`src/hw/rtl/bdzp_pkg.sv`:
```
// ----------------------------------------------------------------------------
// bdzp_pkg
// Types and constants shared by the busbar dead-zone protection block.
// ----------------------------------------------------------------------------
`default_nettype none

package bdzp_pkg;

   // Register map, index = paddr[3:2]
   typedef enum logic [1:0] {
      REG_OPEN_CURRENT_LIMIT  = 2'd0,
      REG_CLOSE_CURRENT_LIMIT = 2'd1,
      REG_OPEN_DELAY_MS       = 2'd2,
      REG_CLOSE_DELAY_MS      = 2'd3
   } reg_index_type;

   localparam int unsigned CSR_ADDR_W = 4;
   localparam int unsigned NUM_BRK    = 4;
   localparam int unsigned NUM_TIE    = 2;

   // Register reset values, rated/1000 and ms
   localparam logic [15:0] OPEN_CURRENT_LIMIT_RST  = 16'd40;
   localparam logic [15:0] CLOSE_CURRENT_LIMIT_RST = 16'd100;
   localparam logic [15:0] OPEN_DELAY_MS_RST       = 16'd400;
   localparam logic [15:0] CLOSE_DELAY_MS_RST      = 16'd150;

   // Both connected buses running
   localparam logic [1:0] BUS_RUN_BOTH = 2'b11;

   typedef struct packed {
      logic [1:0]  brk_index;
      logic [2:0]  pole_closed;
      logic [15:0] current_a;
      logic [15:0] current_b;
      logic [15:0] current_c;
      logic        in_diff;
      logic        indep_op;
      logic        manual_close;
      logic [1:0]  bus_run;
      logic [2:0]  diff_trip;
      logic        brk_trip;
      logic [31:0] now_time;
   } req_type;

   typedef struct packed {
      logic [1:0] out_index;
      logic       open_operate;
      logic       close_operate;
      logic       dead_zone_latched;
   } rsp_type;

   // Stored state of one relay timer
   typedef struct packed {
      logic        running;
      logic [31:0] start;
   } timer_type;

   // Evaluation controls for one relay timer
   typedef struct packed {
      logic active;   // relay evaluated at all this item
      logic cond;     // timing condition holds
      logic enables;  // operate permitted on expiry
   } relay_ctl_type;

endpackage

`default_nettype wire

```
`src/hw/rtl/bdzp_relay_timer.sv`:
```
// ----------------------------------------------------------------------------
// bdzp_relay_timer
// Next-state and operate logic of one dead-zone relay delay timer.
// ----------------------------------------------------------------------------
`default_nettype none

module bdzp_relay_timer (
   input  bdzp_pkg::timer_type     cur,
   input  bdzp_pkg::relay_ctl_type ctl,
   input  logic [31:0]             now_time,
   input  logic [15:0]             delay_ms,
   output bdzp_pkg::timer_type     nxt,
   output logic                    operate
);
   import bdzp_pkg::*;

   logic [31:0] start_eff;
   logic [31:0] elapsed;
   logic        expired;

   // Start the timer at the current time when it is idle
   assign start_eff = cur.running ? cur.start : now_time;
   assign elapsed   = now_time - start_eff;
   assign expired   = elapsed >= {16'd0, delay_ms};

   // Hold when inactive, stop when condition fails, stop on operate
   always_comb begin
      nxt     = cur;
      operate = 1'b0;
      if (ctl.active) begin
         if (!ctl.cond) begin
            nxt.running = 1'b0;
         end else begin
            operate     = expired && ctl.enables;
            nxt.start   = start_eff;
            nxt.running = !(expired && ctl.enables);
         end
      end
   end

endmodule

`default_nettype wire

```
`src/hw/rtl/busbar_dead_zone_protection.sv`:
```
// ----------------------------------------------------------------------------
// busbar_dead_zone_protection
// Open and tie-close dead-zone relays with sticky per-breaker latches.
// ----------------------------------------------------------------------------
// The result is registered: it becomes valid in the cycle after the item is accepted.
// Throughput: one item per cycle while results are taken; the single result
//   register is refilled in the cycle it is taken, and timer state updates at each accept.
// Reset: synchronous, active high; clears timers, latches and the result valid
//   flag, and loads the registers with their default limits and delays.
`default_nettype none

module busbar_dead_zone_protection (
   input  logic                          clock,
   input  logic                          reset,
   // Evaluation request
   input  logic                          req_valid,
   output logic                          req_ready,
   input  bdzp_pkg::req_type             req_data,
   // Evaluation result
   output logic                          rsp_valid,
   input  logic                          rsp_ready,
   output bdzp_pkg::rsp_type             rsp_data,
   // Register port
   input  logic                          psel,
   input  logic                          penable,
   input  logic                          pwrite,
   input  logic [bdzp_pkg::CSR_ADDR_W-1:0] paddr,
   input  logic [31:0]                   pwdata,
   output logic [31:0]                   prdata,
   output logic                          pready
);
   import bdzp_pkg::*;

   logic [15:0] open_limit_ff;
   logic [15:0] close_limit_ff;
   logic [15:0] open_delay_ff;
   logic [15:0] close_delay_ff;

   timer_type   open_tmr_ff  [NUM_BRK];
   timer_type   close_tmr_ff [NUM_TIE];
   logic [NUM_BRK-1:0] latch_ff;

   logic        rsp_valid_ff;
   rsp_type     rsp_ff;
   rsp_type     rsp_in;

   logic          accept;
   logic          is_tie;
   logic          brk_open;
   logic          above_open;
   logic          above_close;
   logic          trips_ok;
   relay_ctl_type open_ctl;
   relay_ctl_type close_ctl;
   timer_type     open_cur, open_nxt;
   timer_type     close_cur, close_nxt;
   logic          open_op, close_op;
   logic          csr_wr;
   reg_index_type csr_idx;

   // Register access
   assign pready  = 1'b1;
   assign csr_wr  = psel && penable && pwrite;
   assign csr_idx = reg_index_type'(paddr[3:2]);

   always_comb begin
      unique case (csr_idx)
         REG_OPEN_CURRENT_LIMIT:  prdata = {16'd0, open_limit_ff};
         REG_CLOSE_CURRENT_LIMIT: prdata = {16'd0, close_limit_ff};
         REG_OPEN_DELAY_MS:       prdata = {16'd0, open_delay_ff};
         REG_CLOSE_DELAY_MS:      prdata = {16'd0, close_delay_ff};
         default:                 prdata = 32'd0;
      endcase
   end

   always_ff @(posedge clock) begin
      if (reset) begin
         open_limit_ff  <= OPEN_CURRENT_LIMIT_RST;
         close_limit_ff <= CLOSE_CURRENT_LIMIT_RST;
         open_delay_ff  <= OPEN_DELAY_MS_RST;
         close_delay_ff <= CLOSE_DELAY_MS_RST;
      end else if (csr_wr) begin
         unique case (csr_idx)
            REG_OPEN_CURRENT_LIMIT:  open_limit_ff  <= pwdata[15:0];
            REG_CLOSE_CURRENT_LIMIT: close_limit_ff <= pwdata[15:0];
            REG_OPEN_DELAY_MS:       open_delay_ff  <= pwdata[15:0];
            REG_CLOSE_DELAY_MS:      close_delay_ff <= pwdata[15:0];
            default: ;
         endcase
      end
   end

   // Accept while the result register is empty or being drained
   assign req_ready = !rsp_valid_ff || rsp_ready;
   assign accept    = req_valid && req_ready;

   // Decode the evaluation
   assign is_tie      = !req_data.brk_index[1];
   assign brk_open    = req_data.pole_closed == 3'd0;
   assign above_open  = (req_data.current_a > open_limit_ff) ||
                        (req_data.current_b > open_limit_ff) ||
                        (req_data.current_c > open_limit_ff);
   assign above_close = (req_data.current_a > close_limit_ff) ||
                        (req_data.current_b > close_limit_ff) ||
                        (req_data.current_c > close_limit_ff);
   assign trips_ok    = req_data.diff_trip[0] && (req_data.diff_trip[2:1] != 2'b00) &&
                        req_data.brk_trip;

   always_comb begin
      open_ctl.active  = req_data.in_diff;
      if (is_tie) begin
         open_ctl.cond    = (req_data.bus_run == BUS_RUN_BOTH) && !above_open;
         open_ctl.enables = brk_open && req_data.indep_op;
      end else begin
         open_ctl.cond    = !above_open;
         open_ctl.enables = !req_data.manual_close && brk_open && req_data.indep_op;
      end
      close_ctl.active  = is_tie && !latch_ff[req_data.brk_index];
      close_ctl.cond    = brk_open && above_close && trips_ok;
      close_ctl.enables = 1'b1;
   end

   assign open_cur  = open_tmr_ff[req_data.brk_index];
   assign close_cur = close_tmr_ff[req_data.brk_index[0]];

   bdzp_relay_timer u_open_timer (
      .cur      (open_cur),
      .ctl      (open_ctl),
      .now_time (req_data.now_time),
      .delay_ms (open_delay_ff),
      .nxt      (open_nxt),
      .operate  (open_op)
   );

   bdzp_relay_timer u_close_timer (
      .cur      (close_cur),
      .ctl      (close_ctl),
      .now_time (req_data.now_time),
      .delay_ms (close_delay_ff),
      .nxt      (close_nxt),
      .operate  (close_op)
   );

   // Form the result
   always_comb begin
      rsp_in.out_index         = req_data.brk_index;
      rsp_in.open_operate      = open_op;
      rsp_in.close_operate     = close_op;
      rsp_in.dead_zone_latched = latch_ff[req_data.brk_index] || open_op || close_op;
   end

   // Advance timer and latch state on accept
   always_ff @(posedge clock) begin
      if (reset) begin
         for (int i = 0; i < NUM_BRK; i++) begin
            open_tmr_ff[i] <= '0;
         end
         for (int i = 0; i < NUM_TIE; i++) begin
            close_tmr_ff[i] <= '0;
         end
         latch_ff <= '0;
      end else if (accept) begin
         open_tmr_ff[req_data.brk_index] <= open_nxt;
         if (is_tie) begin
            close_tmr_ff[req_data.brk_index[0]] <= close_nxt;
         end
         if (open_op || close_op) begin
            latch_ff[req_data.brk_index] <= 1'b1;
         end
      end
   end

   // Result register
   always_ff @(posedge clock) begin
      if (reset) begin
         rsp_valid_ff <= 1'b0;
      end else if (accept) begin
         rsp_valid_ff <= 1'b1;
      end else if (rsp_ready) begin
         rsp_valid_ff <= 1'b0;
      end
   end

   always_ff @(posedge clock) begin
      if (accept) begin
         rsp_ff <= rsp_in;
      end
   end

   assign rsp_valid = rsp_valid_ff;
   assign rsp_data  = rsp_ff;

endmodule

`default_nettype wire

```
`config.mk`:
```
export PLATFORM = sky130hd
export DESIGN_NAME = busbar_dead_zone_protection
export DESIGN_NICKNAME = d
export VERILOG_FILES = /design/src/hw/rtl/bdzp_pkg.sv /design/src/hw/rtl/bdzp_relay_timer.sv /design/src/hw/rtl/busbar_dead_zone_protection.sv
export SDC_FILE = /design/constraint.sdc
export NUM_CORES = 1
export LEC_CHECK = 0
export ABC_CLOCK_PERIOD_IN_PS = 8500
export BUFFER_PORTS_ARGS = -buffer_cell sky130_fd_sc_hd__buf_2
export CORE_MARGIN = 5
export CORE_UTILIZATION = 35
export DETAILED_ROUTE_END_ITERATION = 7
export GPL_ROUTABILITY_DRIVEN = 0
export PLACE_DENSITY_LB_ADDON = 0.15
export SYNTH_ARGS = -nofsm -noshare
export SYNTH_HDL_FRONTEND = slang
export SYNTH_SLANG_ARGS = --single-unit
```
`constraint.sdc`:
```
create_clock -name clock -period 8.5 [get_ports clock]
set_input_delay 2.55 -clock clock [delete_from_list [all_inputs] [get_ports clock]]
set_output_delay 2.55 -clock clock [all_outputs]
set_load 0.01 [all_outputs]
```
==> results of run 1 <==
## worst max-delay path, delay by kind of cell
family	cells	cell delay [ps]
xor+xnor	1	190
buf+inv	2	320
simple gates	10	2050
fa+ha+maj	2	530
compound gates	8	2430
## path summary, 6_finish.rpt
path / depth (start not counted) / end / slack [ps]
worst max-delay path: 23 / rsp_data[0] / 670
worst min-delay path: 1 / latch_ff[2] / 460
worst max register to register: 20 / rsp_data[0] / 2600
worst min register to register: 1 / latch_ff[2] / 460
## report_power, final
part | switching (mW) | total (mW) | internal, mW
sequential | 0.0163 | 1.50 | 1.48
clock | 0.607 | 1.51 | 0.905
combinational | 0.679 | 1.10 | 0.424
total | 1.30 | 4.11 | 2.81
## cells in the mapped netlist, types with 8 or more instances
master     instances
a211oi_1           8
buf_4             19
edfxtp_1         203
a21o_1            38
o21a_1            30
xnor2_1           23
o21ai_0           90
and3_1             8
nor3_1           125
buf_2             16
nor2b_1           19
mux2_2            34
buf_1             10
nand4_1           42
clkbuf_1          76
nand2_1          248
nand2b_1          13
ha_1             192
a211o_1           10
o211ai_1          28
mux4_2            50
xor2_1            13
nor4_1            11
dfxtp_1           69
mux2i_1           72
nand3_1           27
nor2_1           190
a21oi_1          192
inv_1             88
o2111ai_1          9
or3_1              9
## cells by family after synthesis
kind of cell | share of synthesized area, %
xor+xnor | 1.56
flops | 37.0
mux | 11.0
buf+inv | 5.12
simple gates | 17.9
fa+ha+maj | 12.1
compound gates | 15.2
other cells | 0.0372
## cell type report
type	count	area, um^2	area share, %
Tap cell	765	957	4.21
Multi-Input combinational cell	1649	11800	51.8
Inverter	90	338	1.49
Sequential cell	272	7480	32.9
Clock inverter	17	218	0.958
Clock buffer	45	933	4.11
Antenna cell	1	2.50	0.0110
Timing Repair Buffer	179	1020	4.48
## registers in the layout, summed over array words and instances, names as in the netlist
name,cells
close_delay_ff,16
close_limit_ff,16
close_tmr_ff,66
latch_ff,4
open_delay_ff,16
open_limit_ff,16
open_tmr_ff,132
rsp_data,5
rsp_valid,1
## per-layer routing
layer | share of wire (%) | GRT usage, % | wire length [um]
met1 | 45 | 27.9 | 29900
met2 | 47 | 34.0 | 31200
met3 | 5.2 | 2.27 | 3440
met4 | 1.9 | 4.55 | 1260
met5 | 0 | 0 | 0
==> flow_summary.yaml, run 1 <==
job:
  maxCapViolCount: 0
sta:
  grt_setup_unrepaired: "false"
  fin_crit_sh_pct: 92.1
  skew_ps: 21.0
  timing.final.ws_setup_ps: 668
  worst_slew_pin_slew_ps: 996
  relSlewSlack_pct: 33.6
  worst_hold_slack_ps: 462
  min_period_ps: 7830
  finalSetupTns_ps: 0
  setup_viol: 0
  finalHoldViolations: 0
  slew_viol_final: 0
  fmax_mhz: 128
drt:
  wirelength_mm: 65.8
  drtIter0Drc: 1328
  detail-route-antenna-nets: 0
  wl_per_cell_um: 21.8
  via_count: 16900
  viasPerCell: 5.61
  firstDrtPassIters: 6
  drc: 0
worst_setup_path:
  path_class: "primary input to register"
  cpMaxStageDelayCell: "o21ai_0"
  worstPathMaxFanout: 33
  crit_required_ps: 8780
  critical_path.max_stage_delay_ps: 540
  crit_arrival_ps: 8120
  crit_chain: "buf_4, buf_12, nand2b_1, nand2_2, o21ai_0, ha_1, nor2_1, a211o_1, a21o_1, and2_1, o21ai_0, xor2_1, ha_1, a21o_1, a21oi_1, nor2b_1, nor4_1, nor4b_1, nand4bb_1, nor4_1, o2111ai_1, a32oi_2, nand2b_1"
  reg2reg_from: "open_tmr_ff[2][32]"
  start_kind: "primary input"
  cp-startpoint: "req_data[92]"
  endpoint_kind: "register"
place:
  placed_cells: 2955
  dp_slack_ps: 184
  portBuffers: 141
  dp_hpwl_mm: 49.4
  place_area_um2: 21600
clock_tree:
  hold_buffers: 0
  htreeDepth: 2
  cts_inserted_buffers: 34
  cts_buffer_depth: 3
  cts_setup_buffers: 0
  cts_tree: "built"
  insertion_delay_ps: 560
  cts_resized: 0
  cts_root_buffer: "clkbuf_16"
  path_clk_slew_ps: 60
  cts_sinks: 272
synth:
  ys_ff_latch: 272
  syn_area_um2: 20200
  yosys_warnings: 0
  ys_seq_area_share_pct: 37.0
  synth-edff-count: 203
  netlist_instances: 2131
  synth_area_per_cell_um2: 9.48
  ys_async_sr_fraction_pct: 0
  yosys.cell_types.count: 103
  synthTopCellsByArea: "edfxtp_1, ha_1, dfxtp_1, mux4_2, a21oi_1"
  synth_top_cell_by_area: "edfxtp_1"
  synth_top_area_share_pct: 30.2
  synth_flop_cell: "edfxtp_1"
grt:
  grt_pass1_wl_mm: 99.5
  grt_max_degree: 68
  track_usage_pct: 20.1
  antenna_found_initial: 4
  overflow: 0
  grt_pass1_vias: 16600
die:
  die_h_um: 250
  dieArea_um2: 62600
  rows: 88
  io_pins: 177
  initial_core_util_pct: 35.2
  die_w_um: 250
  core_area_um2: 57500
layout:
  final_util_pct: 39.5
  drive_gt1_share_pct: 15.9
  final.fill_count: 5764
  layout.cells.most_common_list: "nand2_1, edfxtp_1, a21oi_1, ha_1, nor2_1"
  final_common_cell: "nand2_1"
  stdcell_count: 3018
  synthToLayoutAreaGrowth_pct: 12.5
  post-route-cell-area_um2: 22700
  nets: 2557
power:
  power_leakage_nw: 8.64
  power_mw: 4.11
  power_density_nw_per_um2: 181
  ir_worst_vdd_v: 0.000108
run_status:
  outcome: "finished, final reports clean"
worst_hold_path:
  hold_class: "register to register"
  hold_path_startpoint: "latch_ff[2]"
Power figures use the tool's default switching activity.
==> inputs of run 2 (changes only) <==
--- a/config.mk
+++ b/config.mk
@@ -5,6 +5,7 @@
 export SDC_FILE = /design/constraint.sdc
 export NUM_CORES = 1
 export LEC_CHECK = 0
+export ABC_AREA = 1
 export ABC_CLOCK_PERIOD_IN_PS = 8500
 export BUFFER_PORTS_ARGS = -buffer_cell sky130_fd_sc_hd__buf_2
 export CORE_MARGIN = 5
==> run 2 against run 1 <==
Hold slack better by 1.4 ps. Combinational power fell by 5%. Maximum frequency grew 16%. Non-clock buffer count shrank 11. Area after synthesis shrank 1.2%. Critical endpoint is now latch_ff[0]. Via count up 9.5%.
==> flow_summary.yaml, run 2 <==
synth:
  synthSimpleGateAreaFrac_pct: 25.3
  syn_area_um2: 20000
  synth_compound_area_share_pct: 13.7
  yosys.cell_types.count: 48
  synth_xor_xnor_area_share_pct: 1.31
  yosys_warnings: 0
  ys_async_sr_fraction_pct: 0
  ys_seq_area_share_pct: 37.5
  synth_adder_area_share_pct: 12.2
  synthTopCellsByArea: "edfxtp_1, nand2_1, ha_1, dfxtp_1, inv_1"
  synth_top_family_by_area: "simple AND/OR/NAND/NOR gates"
  synth-edff-count: 203
  synth_top_area_share_pct: 30.5
  ys_ff_latch: 272
  synth_flop_cell: "edfxtp_1"
  yosys-top-cells-count: "nand2_1, inv_1, nor2_1, edfxtp_1, ha_1"
  synth_area_per_cell_um2: 7.42
  netlist_instances: 2692
  synthMuxAreaShare_pct: 1.55
  yosys.cell_count.top_type: "nand2_1"
  synth_top_cell_by_area: "edfxtp_1"
worst_hold_path:
  hold_class: "register to register"
  hold_path_startpoint: "latch_ff[1]"
  hold_depth: 2
  hold_end: "latch_ff[1]"
layout:
  largest_register_ffs: 132
  final_common_cell: "nand2_1"
  n_antenna_cell: 0
  drive_gt1_share_pct: 8.22
  layout.cells.most_common_list: "nand2_1, inv_1, nor2_1"
  nets: 3140
  reg_top3: "open_tmr_ff x132, close_tmr_ff x66"
  synthToLayoutAreaGrowth_pct: 12.4
  regMostFlops: "open_tmr_ff"
grt:
  antenna_found_initial: 2
  overflow: 0
  grt_most_used_layer: "met2"
  use_met1_pct: 27.9
  grt_max_degree: 69
  use_met2_pct: 34.7
  grt_pass1_wl_mm: 101
  track_usage_pct: 20.3
  grt_pass1_vias: 17800
  grtUsageMet3_pct: 2.61
clock_tree:
  path_clk_slew_ps: 60
  htreeDepth: 1
  cts_sinks: 272
  cts_setup_buffers: 0
  cts_inserted_buffers: 31
  cts_buffer_depth: 3
  cts_root_buffer: "clkbuf_16"
  cts_resized: 0
  insertion_delay_ps: 590
  hold_buffers: 0
  cts_tree: "built"
power:
  p_comb_share_pct: 27.2
  p_int_mw: 2.62
  pwr-share-clk_pct: 34.3
  power_mw: 3.88
  pwr-share-seq_pct: 38.6
  power_density_nw_per_um2: 173
  power_leakage_nw: 10.5
  swShare_pct: 32.6
  ir_worst_vdd_v: 0.000133
  p_switching_mw: 1.27
worst_setup_path:
  r2r_slack_ps: 3860
  reg2reg_from: "open_tmr_ff[0][32]"
  r2r_cells: 26
  worstPathMaxFanout: 10
  crit_required_ps: 8970
  path_class: "primary input to register"
  endpoint_kind: "register"
  crit_arrival_ps: 7210
  start_kind: "primary input"
  r2r-end: "latch_ff[0]"
sta:
  grt_setup_unrepaired: "false"
  slew_viol_final: 0
  finalHoldViolations: 0
  min_period_ps: 6740
  worst_slew_pin_slew_ps: 1140
  fin_crit_sh_pct: 79.3
  relSlewSlack_pct: 24.0
  timing.final.ws_setup_ps: 1760
  setup_viol: 0
  skew_ps: 26.3
  finalSetupTns_ps: 0
  fmax_mhz: 148
drt:
  detail-route-antenna-nets: 0
  drc: 0
  viasPerCell: 5.17
  via_count: 18500
  drtIter0Drc: 1278
  wirelength_mm: 65.8
  firstDrtPassIters: 5
  wl_per_cell_um: 18.3
die:
  initial_core_util_pct: 35.3
  die_h_um: 249
  core_area_um2: 56500
  rows: 87
  io_pins: 177
  die_w_um: 249
  dieArea_um2: 61900
place:
  portBuffers: 141
  dp_hpwl_mm: 49.0
  dp_slack_ps: 1190
job:
  maxCapViolCount: 0
run_status:
  outcome: "finished, final reports clean"
## run 2: worst max path at each step
| stage | endpoint | startpoint | slack (ps) |
|---|---|---|---|
| after floorplan | rsp_data[0] | req_data[93] | 2400 |
| after global placement | rsp_data[0] | req_data[93] | 1260 |
| after detailed placement | latch_ff[0] | req_data[93] | 1190 |
| after CTS | prdata[10] | paddr[2] | 1770 |
| after global routing | latch_ff[0] | req_data[93] | 1380 |
| final | latch_ff[0] | req_data[93] | 1760 |
## run 2: metal layers
layer	wire length [um]	part of all wire, %
met1	30000	46
met2	30900	47
met3	3530	5.4
met4	1360	2.1
met5	0	0
## run 2: per-stage QoR
stage / hold WS [ps] / instance area [um^2] / util, % / cells
after detailed placement: 455 / 21400 / 38.0 / 3532
after CTS: 465 / 22400 / 39.7 / 3589
after floorplan: 436 / 20000 / - / 2707
after global routing: 495 / 22400 / 39.7 / 3589
final: 464 / 22400 / 39.7 / 3589
after global placement: 450 / 21400 / 38.0 / 3532
## run 2: power by group through the flow
stage	Combinational [mW]	Sequential, mW	Clock, mW
6_report	1.05	1.50	1.33
5_1_grt	1.20	1.50	1.41
4_1_cts	1.05	1.50	1.36
3_5_place_dp	1.05	1.53	0
3_3_place_gp	1.03	1.52	0
2_1_floorplan	0.729	1.52	0
## run 2: worst max-delay path, stage by stage
cell	delay, ps
buf_2	200
inv_1	150
nor2_2	490
buf_4	310
a221oi_1	120
nand2_1	80
o21ai_0	210
ha_1	470
nand2_1	130
nor2_1	140
nand2_1	70
nand3_1	170
nand3_1	100
nand3_1	140
xor2_1	230
ha_1	290
a21oi_1	150
nor2_1	60
a211oi_1	190
nand3_1	120
nor2_1	110
nand3_1	80
nor2_1	90
nand2_1	110
nand3_1	180
nand2_2	110
nand3_1	90
a21oi_1	70
## run 2: logic make-up (layout without fill, tap and decap cells)
| kind of cell | after synthesis | in the layout |
|---|---|---|
| flip-flops | 272 | 272 |
| multiplexers | 31 | 31 |
| adder cells (fa/ha/maj) | 194 | 194 |
| XOR/XNOR | 29 | 29 |
| AO/OA/AOI/OAI | 476 | 476 |
| AND/OR/NAND/NOR | 1264 | 1264 |
| buffers and inverters | 424 | 550 |
| other | 2 | 17 |
## run 2: final cells by class
class	count	area [um^2]
tap	756	946
inverter	325	1220
timing repair buffer	168	921
clock inverter	7	62.6
clock buffer	50	941
sequential	272	7480
multi-input combinational	2011	10900
fill	5889	34000
==> inputs of run 3 (changes only) <==
--- a/config.mk
+++ b/config.mk
@@ -5,8 +5,8 @@
 export SDC_FILE = /design/constraint.sdc
 export NUM_CORES = 1
 export LEC_CHECK = 0
-export ABC_AREA = 1
-export ABC_CLOCK_PERIOD_IN_PS = 8500
+export ABC_AREA = 0
+export ABC_CLOCK_PERIOD_IN_PS = 6550
 export BUFFER_PORTS_ARGS = -buffer_cell sky130_fd_sc_hd__buf_2
 export CORE_MARGIN = 5
 export CORE_UTILIZATION = 35
==> constraint.sdc (replaced) <==
create_clock -name clock -period 6.55 [get_ports clock]
set_input_delay 1.965 -clock clock [delete_from_list [all_inputs] [get_ports clock]]
set_output_delay 1.965 -clock clock [all_outputs]
set_load 0.01 [all_outputs]
==> run 3 against run 2 <==
Count of clock-buffer cells in the layout rose by 3. Largest power group unchanged. Worst setup slack got worse by 1800 ps. Critical path depth decreased by 3.
==> flow_summary.yaml, run 3 (synthesis gave the netlist of run 1 again) <==
run_status:
  outcome: "finished, final reports clean"
drt:
  detail-route-antenna-nets: 0
  via_count: 18000
  wirelength_mm: 68.0
  wl_per_cell_um: 20.5
  firstDrtPassIters: 7
  viasPerCell: 5.42
  drc: 0
  drtIter0Drc: 1238
sta:
  relSlewSlack_pct: 23.5
  setup_viol: 0
  timing.final.ws_setup_ps: 0.477
  grt_setup_unrepaired: "true"
  finalSetupTns_ps: 0
  min_period_ps: 6550
  slew_viol_final: 0
  fmax_mhz: 153
  skew_ps: 15.1
  finalHoldViolations: 0
  fin_crit_sh_pct: 100
  worst_slew_pin_slew_ps: 1140
power:
  p_switching_mw: 1.76
  swShare_pct: 31.2
  power_density_nw_per_um2: 223
  power_leakage_nw: 10.1
  p_comb_share_pct: 32.7
  pwr-share-clk_pct: 32.7
  power_mw: 5.62
  ir_worst_vdd_v: 0.000169
  pwr-share-seq_pct: 34.6
  p_int_mw: 3.87
clock_tree:
  htreeDepth: 2
  cts_buffer_depth: 3
  path_clk_slew_ps: 60
  hold_buffers: 0
  cts_root_buffer: "clkbuf_16"
  insertion_delay_ps: 550
  cts_sinks: 272
  cts_tree: "built"
  cts_inserted_buffers: 34
grt:
  grt_pass1_vias: 17700
  track_usage_pct: 20.8
  grt_max_degree: 69
  antenna_found_initial: 0
  overflow: 0
  grt_pass1_wl_mm: 103
layout:
  final.fill_count: 5691
  nets: 2854
  stdcell_count: 3314
  reg_top3: "open_tmr_ff x132, close_tmr_ff x66"
  drive_gt1_share_pct: 27.2
  largest_register_ffs: 132
  layout.cells.most_common_list: "buf_4, nand2_1, edfxtp_1"
  multi_input_area_um2: 12100
  final_common_cell: "buf_4"
  regArea_um2: 7480
  final_util_pct: 43.9
  regMostFlops: "open_tmr_ff"
  synthToLayoutAreaGrowth_pct: 24.9
worst_setup_path:
  worstPathMaxFanout: 9
  critical_path.max_stage_delay_ps: 530
  endpoint_kind: "register"
  crit_arrival_ps: 6940
  r2r_slack_ps: 1220
  start_kind: "primary input"
  cpMaxStageDelayCell: "mux4_2"
  path_class: "primary input to register"
  crit_required_ps: 6940
job:
  maxCapViolCount: 0
place:
  placed_cells: 3240
  dp_hpwl_mm: 50.6
  portBuffers: 141
  dp_slack_ps: -911
die:
  die_h_um: 250
  initial_core_util_pct: 35.2
  dieArea_um2: 62600
  rows: 88
  die_w_um: 250
  core_area_um2: 57500
  io_pins: 177
worst_hold_path:
  hold_class: "register to register"
==> run 3: cell count changes in the layout (fill, tap and decap cells not counted), sizes merged, moves of 37 or more <==
cell   before  now
nand2     762  249
buf       168  476
inv       326   88
nor2      322  190
nor3       18  126
nand3     120   28
o21ai     183   96
mux4        0   50
mux2i      31   72
a21o        1   38
==> run 3: power groups by stage <==
stage                     Clock [mW]  Sequential, mW  Combinational, mW
after floorplan                    0            1.97               1.03
after global placement             0            1.98               1.72
after detailed placement           0            1.98               1.75
after CTS                       1.89            1.94               1.79
after global routing            1.95            1.95               2.01
final                           1.84            1.94               1.84
==> run 3: through the flow <==
stage / instance area [um^2] / hold WS [ps]
after floorplan: 20300 / 427
after global placement: 23800 / 441
after detailed placement: 23800 / 452
after CTS: 25000 / 467
after global routing: 25200 / 486
final: 25200 / 470
==> run 3: path summary, 6_finish.rpt <==
check                                        start                  to  cells past startpoint
worst min register to register  close_limit_ff[12]  close_limit_ff[12]                      2
worst min-delay path            close_limit_ff[12]  close_limit_ff[12]                      2
worst max-delay path                  req_data[92]         latch_ff[0]                     25
worst max register to register  open_tmr_ff[3][32]         latch_ff[0]                     24
==> run 3: per-layer routing <==
metal  vias up  track usage [%]  part of all wire (%)
li1       8715                -                     -
met5         -                0                     0
met1      8636             27.7                    44
met2       485             34.4                    46
met3       119             2.99                   5.5
met4         0             8.26                   4.4
==> run 3: layout make-up <==
| cell class | count | share of cell area [%] |
|---|---|---|
| Multi-Input combinational cell | 1649 | 47.8 |
| Sequential cell | 272 | 29.6 |
| Timing Repair Buffer | 476 | 13.2 |
| Clock buffer | 53 | 4.11 |
| Tap cell | 765 | 3.79 |
| Inverter | 90 | 1.34 |
| Clock inverter | 8 | 0.134 |
| Antenna cell | 1 | 0.00992 |
==> run 3: timing repair <==
action / 4_1_cts / 5_1_grt
resized for setup: 28 / 32
setup endpoints to repair: 13 / 13
pin swaps: 17 / 17
cloned: 0 / 0
buffers inserted: 5 / 7
==> run 3: worst max-delay path: cells and delay by family <==
kind | cells | cell delay [ps]
AO/OA/AOI/OAI | 9 | 1550
XOR/XNOR | 1 | 140
adder cells (fa/ha/maj) | 3 | 750
buffers and inverters | 4 | 600
multiplexers | 1 | 530
AND/OR/NAND/NOR | 7 | 1390
